==> src/rtl/frcm_pkg.sv <==
// ----------------------------------------------------------------------------
// frcm_pkg
// Types and constants shared by the five-rotor cipher machine modules.
// ----------------------------------------------------------------------------
package frcm_pkg;

  localparam int LETTER_W    = 5;
  localparam int SEL_W       = 3;
  localparam int IDX_W       = 3;
  localparam int NUM_ROTORS  = 5;
  localparam int TABLE_SLOTS = 1 << LETTER_W;
  localparam int MEM_AW      = SEL_W + LETTER_W;
  localparam int MEM_DEPTH   = 1 << MEM_AW;
  localparam int STG_W       = 3;

  localparam logic [SEL_W-1:0] TBL_ENTRY  = 3'd0;
  localparam logic [SEL_W-1:0] TBL_EXIT   = 3'd6;
  localparam logic [SEL_W-1:0] TBL_NONE   = 3'd7;
  localparam logic [STG_W-1:0] LAST_STAGE = 3'd6;

  localparam logic [LETTER_W-1:0] TURNOVER_RESET = 5'd13;

  typedef enum logic [1:0] {
    OP_ENCRYPT = 2'd0,
    OP_DECRYPT = 2'd1,
    OP_LOAD    = 2'd2,
    OP_RESTART = 2'd3
  } opcode_t;

  typedef enum logic [IDX_W-1:0] {
    REG_START_ONE   = 3'd0,
    REG_START_TWO   = 3'd1,
    REG_START_THREE = 3'd2,
    REG_START_FOUR  = 3'd3,
    REG_START_FIVE  = 3'd4,
    REG_FAST_TO     = 3'd5,
    REG_SEMI_TO     = 3'd6
  } reg_idx_t;

  typedef struct packed {
    opcode_t             opcode;
    logic [LETTER_W-1:0] in_letter;
    logic [SEL_W-1:0]    table_select;
    logic [LETTER_W-1:0] entry_index;
    logic [LETTER_W-1:0] entry_value;
  } in_item_t;

  typedef struct packed {
    logic [LETTER_W-1:0] out_letter;
    logic                was_decrypt;
  } out_item_t;

  typedef enum logic [1:0] {
    ST_IDLE   = 2'd0,
    ST_ISSUE  = 2'd1,
    ST_RUN    = 2'd2,
    ST_FINISH = 2'd3
  } state_t;

  typedef struct packed {
    logic accept;
    logic issue_first;
    logic run;
    logic commit;
  } cmd_t;

  typedef struct packed {
    logic letter_op;
    logic last;
    logic out_free;
  } status_t;

endpackage

==> src/rtl/frcm_ctrl.sv <==
// ----------------------------------------------------------------------------
// frcm_ctrl
// Sequencer for one transaction: accept, first table read, seven stage
// steps, then hand-off to the output register.
// ----------------------------------------------------------------------------
module frcm_ctrl (
  input  logic             clk,
  input  logic             rst_n,
  input  logic             in_valid,
  output logic             in_ready,
  input  frcm_pkg::status_t status,
  output frcm_pkg::cmd_t    cmd
);
  import frcm_pkg::*;

  state_t st_r;
  state_t st_nxt;

  always_ff @(posedge clk) begin
    if (!rst_n) begin
      st_r <= ST_IDLE;
    end else begin
      st_r <= st_nxt;
    end
  end

  always_comb begin
    st_nxt = st_r;
    case (st_r)
      ST_IDLE: begin
        if (in_valid && status.letter_op) st_nxt = ST_ISSUE;
      end
      ST_ISSUE: begin
        st_nxt = ST_RUN;
      end
      ST_RUN: begin
        if (status.last) st_nxt = ST_FINISH;
      end
      ST_FINISH: begin
        if (status.out_free) st_nxt = ST_IDLE;
      end
      default: begin
        st_nxt = ST_IDLE;
      end
    endcase
  end

  always_comb begin
    in_ready        = 1'b0;
    cmd.accept      = 1'b0;
    cmd.issue_first = 1'b0;
    cmd.run         = 1'b0;
    cmd.commit      = 1'b0;
    case (st_r)
      ST_IDLE: begin
        in_ready   = 1'b1;
        cmd.accept = in_valid;
      end
      ST_ISSUE: begin
        cmd.issue_first = 1'b1;
      end
      ST_RUN: begin
        cmd.run = 1'b1;
      end
      ST_FINISH: begin
        cmd.commit = status.out_free;
      end
      default: begin
        in_ready = 1'b0;
      end
    endcase
  end

  a_last_to_finish: assert property (@(posedge clk) disable iff (!rst_n)
    (st_r == ST_RUN && status.last) |=> (st_r == ST_FINISH))
    else $error("last stage did not lead to finish");

  a_letter_starts: assert property (@(posedge clk) disable iff (!rst_n)
    (cmd.accept && status.letter_op) |=> (st_r == ST_ISSUE && !in_ready))
    else $error("letter transaction did not start the stage sequence");

endmodule

==> src/rtl/frcm_dpath.sv <==
// ----------------------------------------------------------------------------
// frcm_dpath
// Table memories, rotor positions, configuration registers, stage
// arithmetic and the output register.
// ----------------------------------------------------------------------------
module frcm_dpath #(
  parameter int ALPHABET_SIZE = 26
) (
  input  logic                    clk,
  input  logic                    rst_n,
  input  frcm_pkg::in_item_t      in_data,
  input  logic                    cfg_we,
  input  logic [frcm_pkg::IDX_W-1:0]    cfg_index,
  input  logic [frcm_pkg::LETTER_W-1:0] cfg_wdata,
  output logic                    out_valid,
  input  logic                    out_ready,
  output frcm_pkg::out_item_t     out_data,
  input  frcm_pkg::cmd_t          cmd,
  output frcm_pkg::status_t       status
);
  import frcm_pkg::*;

  localparam logic [LETTER_W:0]   N6  = (LETTER_W+1)'(ALPHABET_SIZE);
  localparam logic [LETTER_W-1:0] NM1 = LETTER_W'(ALPHABET_SIZE - 1);

  function automatic logic [TABLE_SLOTS-1:0][LETTER_W-1:0] build_mod();
    logic [TABLE_SLOTS-1:0][LETTER_W-1:0] t;
    for (int i = 0; i < TABLE_SLOTS; i++) begin
      t[i] = LETTER_W'(i % ALPHABET_SIZE);
    end
    return t;
  endfunction

  localparam logic [TABLE_SLOTS-1:0][LETTER_W-1:0] MOD_TBL = build_mod();

  function automatic logic [LETTER_W-1:0] add_mod(logic [LETTER_W-1:0] a,
                                                  logic [LETTER_W-1:0] b);
    logic [LETTER_W:0] s;
    s = {1'b0, a} + {1'b0, b};
    return (s >= N6) ? LETTER_W'(s - N6) : LETTER_W'(s);
  endfunction

  function automatic logic [LETTER_W-1:0] sub_mod(logic [LETTER_W-1:0] a,
                                                  logic [LETTER_W-1:0] b);
    logic [LETTER_W:0] s;
    s = {1'b0, a} + N6 - {1'b0, b};
    return (a >= b) ? (a - b) : LETTER_W'(s);
  endfunction

  function automatic logic [LETTER_W-1:0] inc_mod(logic [LETTER_W-1:0] a);
    return (a == NM1) ? '0 : (a + 1'b1);
  endfunction

  function automatic logic [SEL_W-1:0] stage_tbl(logic [STG_W-1:0] s, logic dec);
    return dec ? SEL_W'(TBL_EXIT - s) : s;
  endfunction

  function automatic logic [LETTER_W-1:0] pos_of(
      logic [SEL_W-1:0] t, logic [NUM_ROTORS-1:0][LETTER_W-1:0] lv);
    logic [LETTER_W-1:0] p;
    p = '0;
    if (t != TBL_ENTRY && t != TBL_EXIT && t != TBL_NONE) begin
      p = lv[SEL_W'(t - 1'b1)];
    end
    return p;
  endfunction

  // configuration
  logic [NUM_ROTORS-1:0][LETTER_W-1:0] start_pos_r;
  logic [LETTER_W-1:0] fast_to_r;
  logic [LETTER_W-1:0] semi_to_r;

  // live state
  logic [NUM_ROTORS-1:0][LETTER_W-1:0] live_r;
  logic [NUM_ROTORS-1:0][LETTER_W-1:0] live_nxt;

  // working registers
  logic [LETTER_W-1:0] x_r;
  logic                dec_r;
  logic [STG_W-1:0]    stg_r;
  logic [LETTER_W-1:0] rd_fwd_r;
  logic [LETTER_W-1:0] rd_inv_r;
  logic                out_valid_r;
  out_item_t           out_data_r;

  logic [LETTER_W-1:0] fwd_mem [MEM_DEPTH];
  logic [LETTER_W-1:0] inv_mem [MEM_DEPTH];

  logic [LETTER_W-1:0] rd_sel;
  logic [LETTER_W-1:0] y;
  logic [STG_W-1:0]    iss_stage;
  logic [SEL_W-1:0]    iss_tbl;
  logic [LETTER_W-1:0] iss_x;
  logic [MEM_AW-1:0]   raddr;
  logic                load_ok;
  logic                fast_hit;
  logic                semi_hit;

  assign rd_sel    = dec_r ? rd_inv_r : rd_fwd_r;
  assign y         = sub_mod(rd_sel, pos_of(stage_tbl(stg_r, dec_r), live_r));
  assign iss_stage = cmd.issue_first ? '0 : (stg_r + 1'b1);
  assign iss_x     = cmd.issue_first ? x_r : y;
  assign iss_tbl   = stage_tbl(iss_stage, dec_r);
  assign raddr     = {iss_tbl, add_mod(iss_x, pos_of(iss_tbl, live_r))};

  assign load_ok = cmd.accept && (in_data.opcode == OP_LOAD) &&
                   (in_data.table_select != TBL_NONE) &&
                   ({1'b0, in_data.entry_index} < N6) &&
                   ({1'b0, in_data.entry_value} < N6);

  assign fast_hit = (live_r[4] == fast_to_r);
  assign semi_hit = (live_r[0] == semi_to_r);

  always_comb begin
    live_nxt = live_r;
    if (cmd.accept && in_data.opcode == OP_RESTART) begin
      for (int k = 0; k < NUM_ROTORS; k++) begin
        live_nxt[k] = MOD_TBL[start_pos_r[k]];
      end
    end else if (cmd.commit) begin
      live_nxt[4] = inc_mod(live_r[4]);
      if (fast_hit) live_nxt[0] = inc_mod(live_r[0]);
      if (fast_hit && semi_hit) live_nxt[2] = inc_mod(live_r[2]);
    end
  end

  always_ff @(posedge clk) begin
    if (!rst_n) begin
      start_pos_r <= '0;
      fast_to_r   <= TURNOVER_RESET;
      semi_to_r   <= TURNOVER_RESET;
      live_r      <= '0;
      out_valid_r <= 1'b0;
    end else begin
      live_r <= live_nxt;
      if (cfg_we) begin
        case (cfg_index)
          REG_START_ONE:   start_pos_r[0] <= cfg_wdata;
          REG_START_TWO:   start_pos_r[1] <= cfg_wdata;
          REG_START_THREE: start_pos_r[2] <= cfg_wdata;
          REG_START_FOUR:  start_pos_r[3] <= cfg_wdata;
          REG_START_FIVE:  start_pos_r[4] <= cfg_wdata;
          REG_FAST_TO:     fast_to_r      <= cfg_wdata;
          REG_SEMI_TO:     semi_to_r      <= cfg_wdata;
          default: begin
          end
        endcase
      end
      if (cmd.commit) begin
        out_valid_r <= 1'b1;
      end else if (out_ready) begin
        out_valid_r <= 1'b0;
      end
    end
  end

  always_ff @(posedge clk) begin
    if (cmd.accept) begin
      x_r   <= MOD_TBL[in_data.in_letter];
      dec_r <= (in_data.opcode == OP_DECRYPT);
    end else if (cmd.run) begin
      x_r <= y;
    end
    if (cmd.issue_first) begin
      stg_r <= '0;
    end else if (cmd.run) begin
      stg_r <= stg_r + 1'b1;
    end
    if (cmd.commit) begin
      out_data_r.out_letter  <= x_r;
      out_data_r.was_decrypt <= dec_r;
    end
  end

  always_ff @(posedge clk) begin
    if (load_ok) begin
      fwd_mem[{in_data.table_select, in_data.entry_index}] <= in_data.entry_value;
      inv_mem[{in_data.table_select, in_data.entry_value}] <= in_data.entry_index;
    end
    rd_fwd_r <= fwd_mem[raddr];
    rd_inv_r <= inv_mem[raddr];
  end

  assign status.letter_op = !in_data.opcode[1];
  assign status.last      = (stg_r == LAST_STAGE);
  assign status.out_free  = !out_valid_r || out_ready;

  assign out_valid = out_valid_r;
  assign out_data  = out_data_r;

  a_commit_valid: assert property (@(posedge clk) disable iff (!rst_n)
    cmd.commit |=> (out_valid_r && out_data_r.was_decrypt == $past(dec_r)))
    else $error("committed result not presented");

  a_pos_range: assert property (@(posedge clk) disable iff (!rst_n)
    ({1'b0, live_r[0]} < N6) && ({1'b0, live_r[2]} < N6) &&
    ({1'b0, live_r[4]} < N6))
    else $error("rotor position out of alphabet range");

endmodule

==> src/rtl/five_rotor_cipher_machine_top.sv <==
// ----------------------------------------------------------------------------
// five_rotor_cipher_machine_top
// Five-rotor letter cipher with loadable wirings.
//
// Input channel in_valid/in_ready/in_data carries one transaction per
// command: encrypt, decrypt, load table entry or restart positions.
// Loads and restarts complete in the accept cycle and give no result.
// A letter runs seven table stages, one memory read per cycle from the
// forward or inverse table memory; its result goes from the finish state
// into the output register on out_valid/out_ready/out_data, and no new
// transaction is taken until the letter has left the finish state, as the
// read ports walk the seven stages after the issue state.
// A waiting result sits in the output register; a letter that finishes
// while the receiver stalls waits in the finish state until that register frees.
// The cfg_ write port sets start positions and turnovers; the user takes it only idle, unenforced.
// Reset clears positions, turnovers go to 13, tables are unknown until
// loaded; no clearing pass is run.
// ----------------------------------------------------------------------------
module five_rotor_cipher_machine_top #(
  parameter int ALPHABET_SIZE = 26
) (
  input  logic                          clk,
  input  logic                          rst_n,
  input  logic                          in_valid,
  output logic                          in_ready,
  input  frcm_pkg::in_item_t            in_data,
  output logic                          out_valid,
  input  logic                          out_ready,
  output frcm_pkg::out_item_t           out_data,
  input  logic                          cfg_we,
  input  logic [frcm_pkg::IDX_W-1:0]    cfg_index,
  input  logic [frcm_pkg::LETTER_W-1:0] cfg_wdata
);
  import frcm_pkg::*;

  cmd_t    cmd;
  status_t status;

  frcm_ctrl u_ctrl (
    .clk      (clk),
    .rst_n    (rst_n),
    .in_valid (in_valid),
    .in_ready (in_ready),
    .status   (status),
    .cmd      (cmd)
  );

  frcm_dpath #(
    .ALPHABET_SIZE (ALPHABET_SIZE)
  ) u_dpath (
    .clk       (clk),
    .rst_n     (rst_n),
    .in_data   (in_data),
    .cfg_we    (cfg_we),
    .cfg_index (cfg_index),
    .cfg_wdata (cfg_wdata),
    .out_valid (out_valid),
    .out_ready (out_ready),
    .out_data  (out_data),
    .cmd       (cmd),
    .status    (status)
  );

endmodule
==> config.mk <==
export PLATFORM = sky130hd
export DESIGN_NAME = five_rotor_cipher_machine_top
export DESIGN_NICKNAME = d
export VERILOG_FILES = /design/src/rtl/frcm_pkg.sv /design/src/rtl/frcm_ctrl.sv /design/src/rtl/frcm_dpath.sv /design/src/rtl/five_rotor_cipher_machine_top.sv
export SDC_FILE = /design/constraint.sdc
export NUM_CORES = 2
export LEC_CHECK = 0
export ABC_AREA = 1
export BUFFER_PORTS_ARGS = -buffer_cell sky130_fd_sc_hd__buf_2
export CORE_MARGIN = 2
export CORE_UTILIZATION = 50
export DETAILED_ROUTE_END_ITERATION = 10
export PLACE_DENSITY = 0.75
export RECOVER_POWER = 100
export SYNTH_ARGS = -nofsm -noshare
export SYNTH_HDL_FRONTEND = slang
export SYNTH_SLANG_ARGS = --single-unit
==> constraint.sdc <==
create_clock -name clk -period 11.3 [get_ports clk]
set_input_delay 2.26 -clock clk [delete_from_list [all_inputs] [get_ports clk]]
set_output_delay 2.26 -clock clk [all_outputs]
set_load 0.005 [all_outputs]
## After elaboration in Yosys (flattened, before gate mapping)

Memory sizes are Yosys's and may differ from the RTL's. A register that Yosys moved wholly into a read port is not among the register bits.
Cells that the tools add are included.
Widths: inputs -> output; s select.

- Register bits: 68
- Memory bits (writable): 2560
- ROM bits: 960
- Input bits: 33
- Output and inout port bits: 8
- Logic and storage cells: 158
- Memories: 8

Memories:

| name | words | bits a word | read ports | clocked after Yosys merged registers in | write ports | line | source |
|---|---|---|---|---|---|---|---|
| u_dpath.fwd_mem | 256 | 5 | 1 | 1 | 1 | frcm_dpath.sv:86 | `logic [LETTER_W-1:0] fwd_mem [MEM_DEPTH];` |
| u_dpath.inv_mem | 256 | 5 | 1 | 1 | 1 | frcm_dpath.sv:87 | `logic [LETTER_W-1:0] inv_mem [MEM_DEPTH];` |
| (no name shown) | 32 | 5 | 1 | 0 | 0 | frcm_dpath.sv:159 | `x_r <= MOD_TBL[in_data.in_letter];` |
| (no name shown) | 32 | 5 | 1 | 1 | 0 | frcm_dpath.sv:118 | `live_nxt[k] = MOD_TBL[start_pos_r[k]];` |
| (no name shown) | 32 | 5 | 1 | 1 | 0 | frcm_dpath.sv:118 |  |
| (no name shown) | 32 | 5 | 1 | 1 | 0 | frcm_dpath.sv:118 |  |
| 2 more memories | -- | -- | -- | -- | -- | -- |  |

- Add/subtract/negate cells: 13
- Magnitude comparators: 10
- Eq/ne operators: 26
- Mux-type cells: 49
- Reductions and logical operators: 35

Operator list:

| operator | count |
|---|---|
| $mux 5 | 31 |
| $bmux 5 s3 | 2 |
| $lt 5x6->1 const B | 4 |
| $reduce_and 2->1 | 9 |
| $add 5x1->5 const B | 3 |
| $eq 5x5->1 const B | 3 |
| $ne 3x3->1 const B | 5 |
| $eq 3x3->1 const B | 4 |
| $logic_and 1x1->1 | 11 |
| $eq 5x5->1 | 2 |
| $lt 5x5->1 const B | 2 |
| $reduce_bool 2->1 | 5 |
| $sub 5x5->5 | 2 |
| $mux 1 | 9 |
| $mux 3 | 3 |
| $eq 2x2->1 const B | 4 |
| $lt 3x4->1 const B | 2 |
| $pmux 2 s4 | 1 |
| $add 5x5->6 | 1 |
| $eq 3x2->1 const B | 2 |
| $ge 6x5->1 const B | 1 |
| $mux 2 | 3 |
| $reduce_bool 3->1 | 2 |
| $sub 3x1->3 const B | 2 |
| other kinds (14) | 20 |

## Longest topological paths before layout

- Depth after elaboration: 12
- Gate-level depth with buffers: 46

## Modules after synthesis

A second synthesis with hierarchy kept.

- Cell total of the unflattened synthesis: 8140
- Area total of the unflattened synthesis: 110648.6 µm²

Modules (own cells, without submodules):

| module | instances | cells an instance | area an instance (µm²) |
|---|---|---|---|
| frcm_dpath | 1 | 8108 | 110433.4 |
| frcm_ctrl | 1 | 32 | 215.2 |

## Least setup slack after synthesis

OpenSTA, ideal clock, no wires.

- Path type: reg-to-reg
- Start: register u_dpath.stg_r[0]
- End: register u_dpath.rd_fwd_r[2] (read register of u_dpath.fwd_mem)
- Library setup time: 0.113 ns
- Arrival: 5.644 ns
- Required time: 11.187 ns
- Path slack: 5.543 ns
- Stages on the path, launching flop included: 40
- Buffers on the path: 4
- Clock period less this slack: 5.757 ns
- Path through: dfxtp_1 inv_1 clkbuf_1 ha_1 nand2_1 nand2_1 ha_1 clkbuf_1 a21oi_1 o21ai_0 o2111ai_1 ha_1 a21oi_1 inv_1 a31oi_1 nor2_1 nor3_1 o21bai_1 [... 4 more ...] nand2_1 inv_1 nor2_2 inv_2 ha_1 xor2_1 nand2_1 nand2_1 inv_2 buf_2 buf_2 nand3_1 nand3_1 nand3_1 nand3_1 nand2_1 nand2_1 nand2_1

- Word-level cells in the longest chain between the ends: 12
- Elaborated cells on any way between the ends: 33
- Classes of those cells: 9 x add/sub; 2 x order compare; 4 x eq/ne; 12 x mux; 6 x reduce/logical

Ends and longest elaborated chain:

| element | line | source |
|---|---|---|
| start: declaration | frcm_dpath.sv:80 | `logic [STG_W-1:0] stg_r;` |
| start signal: assignment | frcm_dpath.sv:167 | `stg_r <= stg_r + 1'b1;` |
| $sub 3x3->3 | frcm_dpath.sv:55 | `return dec ? SEL_W'(TBL_EXIT - s) : s;` |
| $mux 3 | frcm_dpath.sv:55 |  |
| $sub 3x1->3 (tied with other cells) | frcm_dpath.sv:63 | `p = lv[SEL_W'(t - 1'b1)];` |
| $bmux 5 s3 / $logic_and 1x1->1 (equally long branches) | frcm_dpath.sv:63, frcm_dpath.sv:62 |  |
| $mux 5 (implied by the code) / $logic_and 1x1->1 (equally long branches) | frcm_dpath.sv:63, frcm_dpath.sv:62 |  |
| $mux 5 | frcm_dpath.sv:62 | `if (t != TBL_ENTRY && t != TBL_EXIT && t != TBL_NONE) begin` |
| $sub 5x5->5 (tied with other cells) | frcm_dpath.sv:46 | `s = {1'b0, a} + N6 - {1'b0, b};` |
| $mux 5 | frcm_dpath.sv:47 | `return (a >= b) ? (a - b) : LETTER_W'(s);` |
| $mux 5 | frcm_dpath.sv:102 | `assign iss_x = cmd.issue_first ? x_r : y;` |
| $add 5x5->6 | frcm_dpath.sv:39 | `s = {1'b0, a} + {1'b0, b};` |
| $sub 5x5->5 / $ge 6x5->1 (equally long branches) | frcm_dpath.sv:40 | `return (s >= N6) ? LETTER_W'(s - N6) : LETTER_W'(s);` |
| $mux 5 | frcm_dpath.sv:40 |  |
| end: declaration | frcm_dpath.sv:81 | `logic [LETTER_W-1:0] rd_fwd_r;` |

Parallel ways exist; a longest one is shown, timed or not. The select of a mux whose other input is x is not followed.
A chain may end at the register's enable or synchronous reset.

## Worst setup path after layout

- Start: register u_dpath.stg_r[0]
- End: register u_dpath.rd_inv_r[1] (read register of u_dpath.inv_mem)

- Word-level cells in the longest chain between the ends: 12
- Elaborated cells on any way between the ends: 33
- Classes of those cells: 9 x add/sub; 2 x order compare; 4 x eq/ne; 12 x mux; 6 x reduce/logical

Ends and longest elaborated chain:

| element | line | source |
|---|---|---|
| $sub 3x3->3 | frcm_dpath.sv:55 |  |
| $mux 3 | frcm_dpath.sv:55 |  |
| $sub 3x1->3 (tied with other cells) | frcm_dpath.sv:63 |  |
| $bmux 5 s3 / $logic_and 1x1->1 (equally long branches) | frcm_dpath.sv:63, frcm_dpath.sv:62 |  |
| $mux 5 (implied by the code) / $logic_and 1x1->1 (equally long branches) | frcm_dpath.sv:63, frcm_dpath.sv:62 |  |
| $mux 5 | frcm_dpath.sv:62 |  |
| $sub 5x5->5 (tied with other cells) | frcm_dpath.sv:46 |  |
| $mux 5 | frcm_dpath.sv:47 |  |
| $mux 5 | frcm_dpath.sv:102 |  |
| $add 5x5->6 | frcm_dpath.sv:39 |  |
| $sub 5x5->5 / $ge 6x5->1 (equally long branches) | frcm_dpath.sv:40 |  |
| $mux 5 | frcm_dpath.sv:40 |  |
| end: declaration | frcm_dpath.sv:82 | `logic [LETTER_W-1:0] rd_inv_r;` |

Parallel ways exist; a longest one is shown, timed or not. The select of a mux whose other input is x is not followed.

==> flow_summary.json <==
{
  "status": "finished with violations",
  "violations": "capacitance limit, slew limit",
  "ioPinCount": 41,
  "synth_async_sr_flop_share": 0,
  "r2r_start": "u_dpath.stg_r[0]",
  "ys.flop_type": "edfxtp_1",
  "grt-ovfl-total": 0,
  "num_vias": 67737,
  "dr.pass1.iters": 7,
  "initial_core_util": 0.504,
  "ys_types": 45,
  "die_h_um": 474,
  "synth_edf_count": 2572,
  "period_share": 0.872,
  "hp-start": "u_dpath.start_pos_r[15]",
  "dp_hpwl_um": 151000,
  "ctsResizeCount": 0,
  "nets": 8868,
  "cts_tree": "yes",
  "vias_per_cell": 5.67,
  "cts_buffers": 276,
  "grt_pass1_wl_um": 399000,
  "crit_path_max_incr_delay_ns": 1.37,
  "cts-root-buf": "clkbuf_16",
  "wirelength_um": 265000,
  "grt_max_degree": 195,
  "cp.arrival_ns": 10.67,
  "cts.sinks": 2663,
  "cts.htree.levels": 5,
  "r2r-end": "u_dpath.rd_inv_r[1]",
  "crit_type": "flip-flop to flip-flop",
  "tightest_slew_ns": 4.54,
  "area_growth_pct": 12.7,
  "cts.hold.buffers_added": 0,
  "drive_gt1_frac": 0.0545,
  "rsz0062_at_grt": "false",
  "syn_area_um2": 111000,
  "setup_viol": 0,
  "ys_top_cells_by_area": "edfxtp_1, mux2i_1, nand3_1",
  "antenna_found_initial": 6,
  "max-cap-violations": 46,
  "synth_warnings": 0,
  "avgRoutedWirePerCell_um": 22.2,
  "max_slew_margin": -2.03,
  "crit_path_end_kind": "flip-flop",
  "report.final.slew_viol_count": 2947,
  "max_freq_mhz": 101,
  "numPortBuffers": 40,
  "grt_pass1_vias": 66399,
  "r2r_cells": 42,
  "yosys.area.top_type": "edfxtp_1",
  "cp_max_fo": 105,
  "hold_viol": 0,
  "hold_depth": 2,
  "syn-instance-count": 8109,
  "crit_top_cell": "nand2_1",
  "synth_top_area_frac": 0.698,
  "die_width_um": 474,
  "multi_input_area_um2": 31700,
  "cp-start-kind": "flip-flop",
  "ant_nets": 0,
  "rrSetupSlack_ns": 1.44,
  "yosysSeqAreaShare": 0.715,
  "synth_seq_cells": 2663,
  "cp.required_ns": 12.11,
  "track_usage": 0.232,
  "hold_slack_ns": 0.461,
  "globalplace.congestion": 0.884,
  "setup_tns_ns": 0,
  "core_um2": 220000,
  "clk_path_buf_depth": 4,
  "skew_ns": 0.0564,
  "period_needed_ns": 9.86,
  "dieArea_um2": 225000,
  "drc": 0,
  "hold-path-endpoint": "u_dpath.live_r[15]",
  "avgSynthCellArea_um2": 13.6,
  "dr.first_iter.drc_count": 8396,
  "cts.clk_slew.worst_paths_ns": 0.06,
  "postCtsSetupRepairBufs": 0,
  "placementRows": 172,
  "regArea_um2": 79100,
  "crit_slowest_cell": "nand2_4",
  "clock_latency_ns": 0.94,
  "fill_cells": 17022,
  "hold_class": "flip-flop to flip-flop"
}
## metal layers
metal | vias up | track usage | part of all wire
met5 | - | 0 | 0
met4 | 0 | 0.0826 | 0.037
met3 | 628 | 0.0485 | 0.097
met2 | 3405 | 0.374 | 0.47
met1 | 33373 | 0.313 | 0.39
li1 | 30331 | - | -
## area by class of cell
type	instances	area share
multi-input cells	5585	0.255
repair buffers	151	0.0102
diodes	3	0.0000602
clock buffers	347	0.0598
flip-flops and latches	2663	0.634
well taps	2958	0.0297
clock inverters	123	0.00821
inverters	119	0.00366
## state kept, by name, indices dropped and copies added (netlist names), named ones only
register and flops:
u_dpath.out_data 6, u_dpath.x_r 5, u_dpath.fwd_mem 1280, u_dpath.stg_r 3, u_ctrl.st_r 2, u_dpath.semi_to_r 5, u_dpath.out_valid 1, u_dpath.rd_inv_r 5
u_dpath.rd_fwd_r 5, u_dpath.dec_r 1, u_dpath.live_r 25, u_dpath.inv_mem 1280, u_dpath.start_pos_r 25, u_dpath.fast_to_r 5
## worst max-delay path, delay by kind of cell, from the launching register on
| family | cells | cell delay [ns] |
|---|---|---|
| and+or+nand+nor | 24 | 4.83 |
| adders and majority gates | 4 | 1.44 |
| buffers and inverters | 7 | 1.40 |
| AOI/OAI and AO/OA | 7 | 1.21 |
| DFF | 1 | 0.70 |
## layout by cell type, fill, tap and decap left out, types with 27 or more instances in the layout
master	synthesis	layout
buf_12	0	31
nor3_1	26	27
edfxtp_1	2572	2572
nand3_1	1353	1352
ha_1	35	34
clkinv_1	2	65
clkinv_2	0	31
a21oi_1	65	65
buf_4	49	46
o21ai_0	84	83
mux2i_1	1281	1281
conb_1	1	740
nor2_1	461	458
nand2_1	1440	1433
inv_1	114	114
dfxtp_1	91	91
clkbuf_16	0	286
clkbuf_1	228	106
## synthesized netlist by cell type, types with 2 or more instances
cell type,n
nor2_1,461
buf_6,5
nor3_1,26
buf_1,9
a211oi_1,5
xor2_1,14
edfxtp_1,2572
nand2_1,1440
buf_2,190
a221oi_1,3
o211ai_1,5
or2_2,10
clkinv_1,2
xnor2_1,6
o21ai_0,84
nand4_1,9
o22ai_1,4
inv_1,114
a21oi_1,65
inv_2,3
o21ai_2,2
ha_1,35
mux2i_1,1281
o2111ai_1,3
nor4_1,4
fa_1,4
o31ai_1,5
dfxtp_1,91
o21bai_1,2
nand3_1,1353
nand2_4,3
a31oi_1,11
buf_4,49
clkbuf_1,228
## worst max path at each step
stage / startpoint / endpoint / slack, ns / depth (start not counted)
floorplan: u_dpath.stg_r[0] / u_dpath.rd_fwd_r[2] / 5.54 / 39
global placement: u_dpath.stg_r[0] / u_dpath.rd_inv_r[1] / 2.46 / 43
detailed placement: u_dpath.stg_r[0] / u_dpath.rd_inv_r[1] / 2.40 / 40
CTS: u_dpath.stg_r[0] / u_dpath.rd_inv_r[1] / 2.35 / 40
global route: u_dpath.stg_r[0] / u_dpath.rd_inv_r[1] / 0.73 / 43
finish: u_dpath.stg_r[0] / u_dpath.rd_inv_r[1] / 1.44 / 42
## through the flow
step                      area [µm²]  setup WS [ns]  utilization  cells
final                         125000           1.44        0.568  11949
after global placement        116000           2.46        0.530  11476
after floorplan               113000           5.54            -   8848
after CTS                     125000           2.35        0.569  11946
after detailed placement      116000           2.40        0.530  11476
after global routing          125000          0.733        0.568  11947
## cell families after synthesis
family	after synthesis	share of synthesized area
and+or+nand+nor	3311	0.129
other	1	0.0000339
buffers and inverters	600	0.0245
DFF	2663	0.715
xor gates and xnor gates	20	0.00158
adders and majority gates	39	0.00468
AOI/OAI and AO/OA	194	0.00977
muxes	1281	0.116
Power is not shown: default switching activity piles up to over one toggle a cycle in this logic, so the estimate is an artifact.
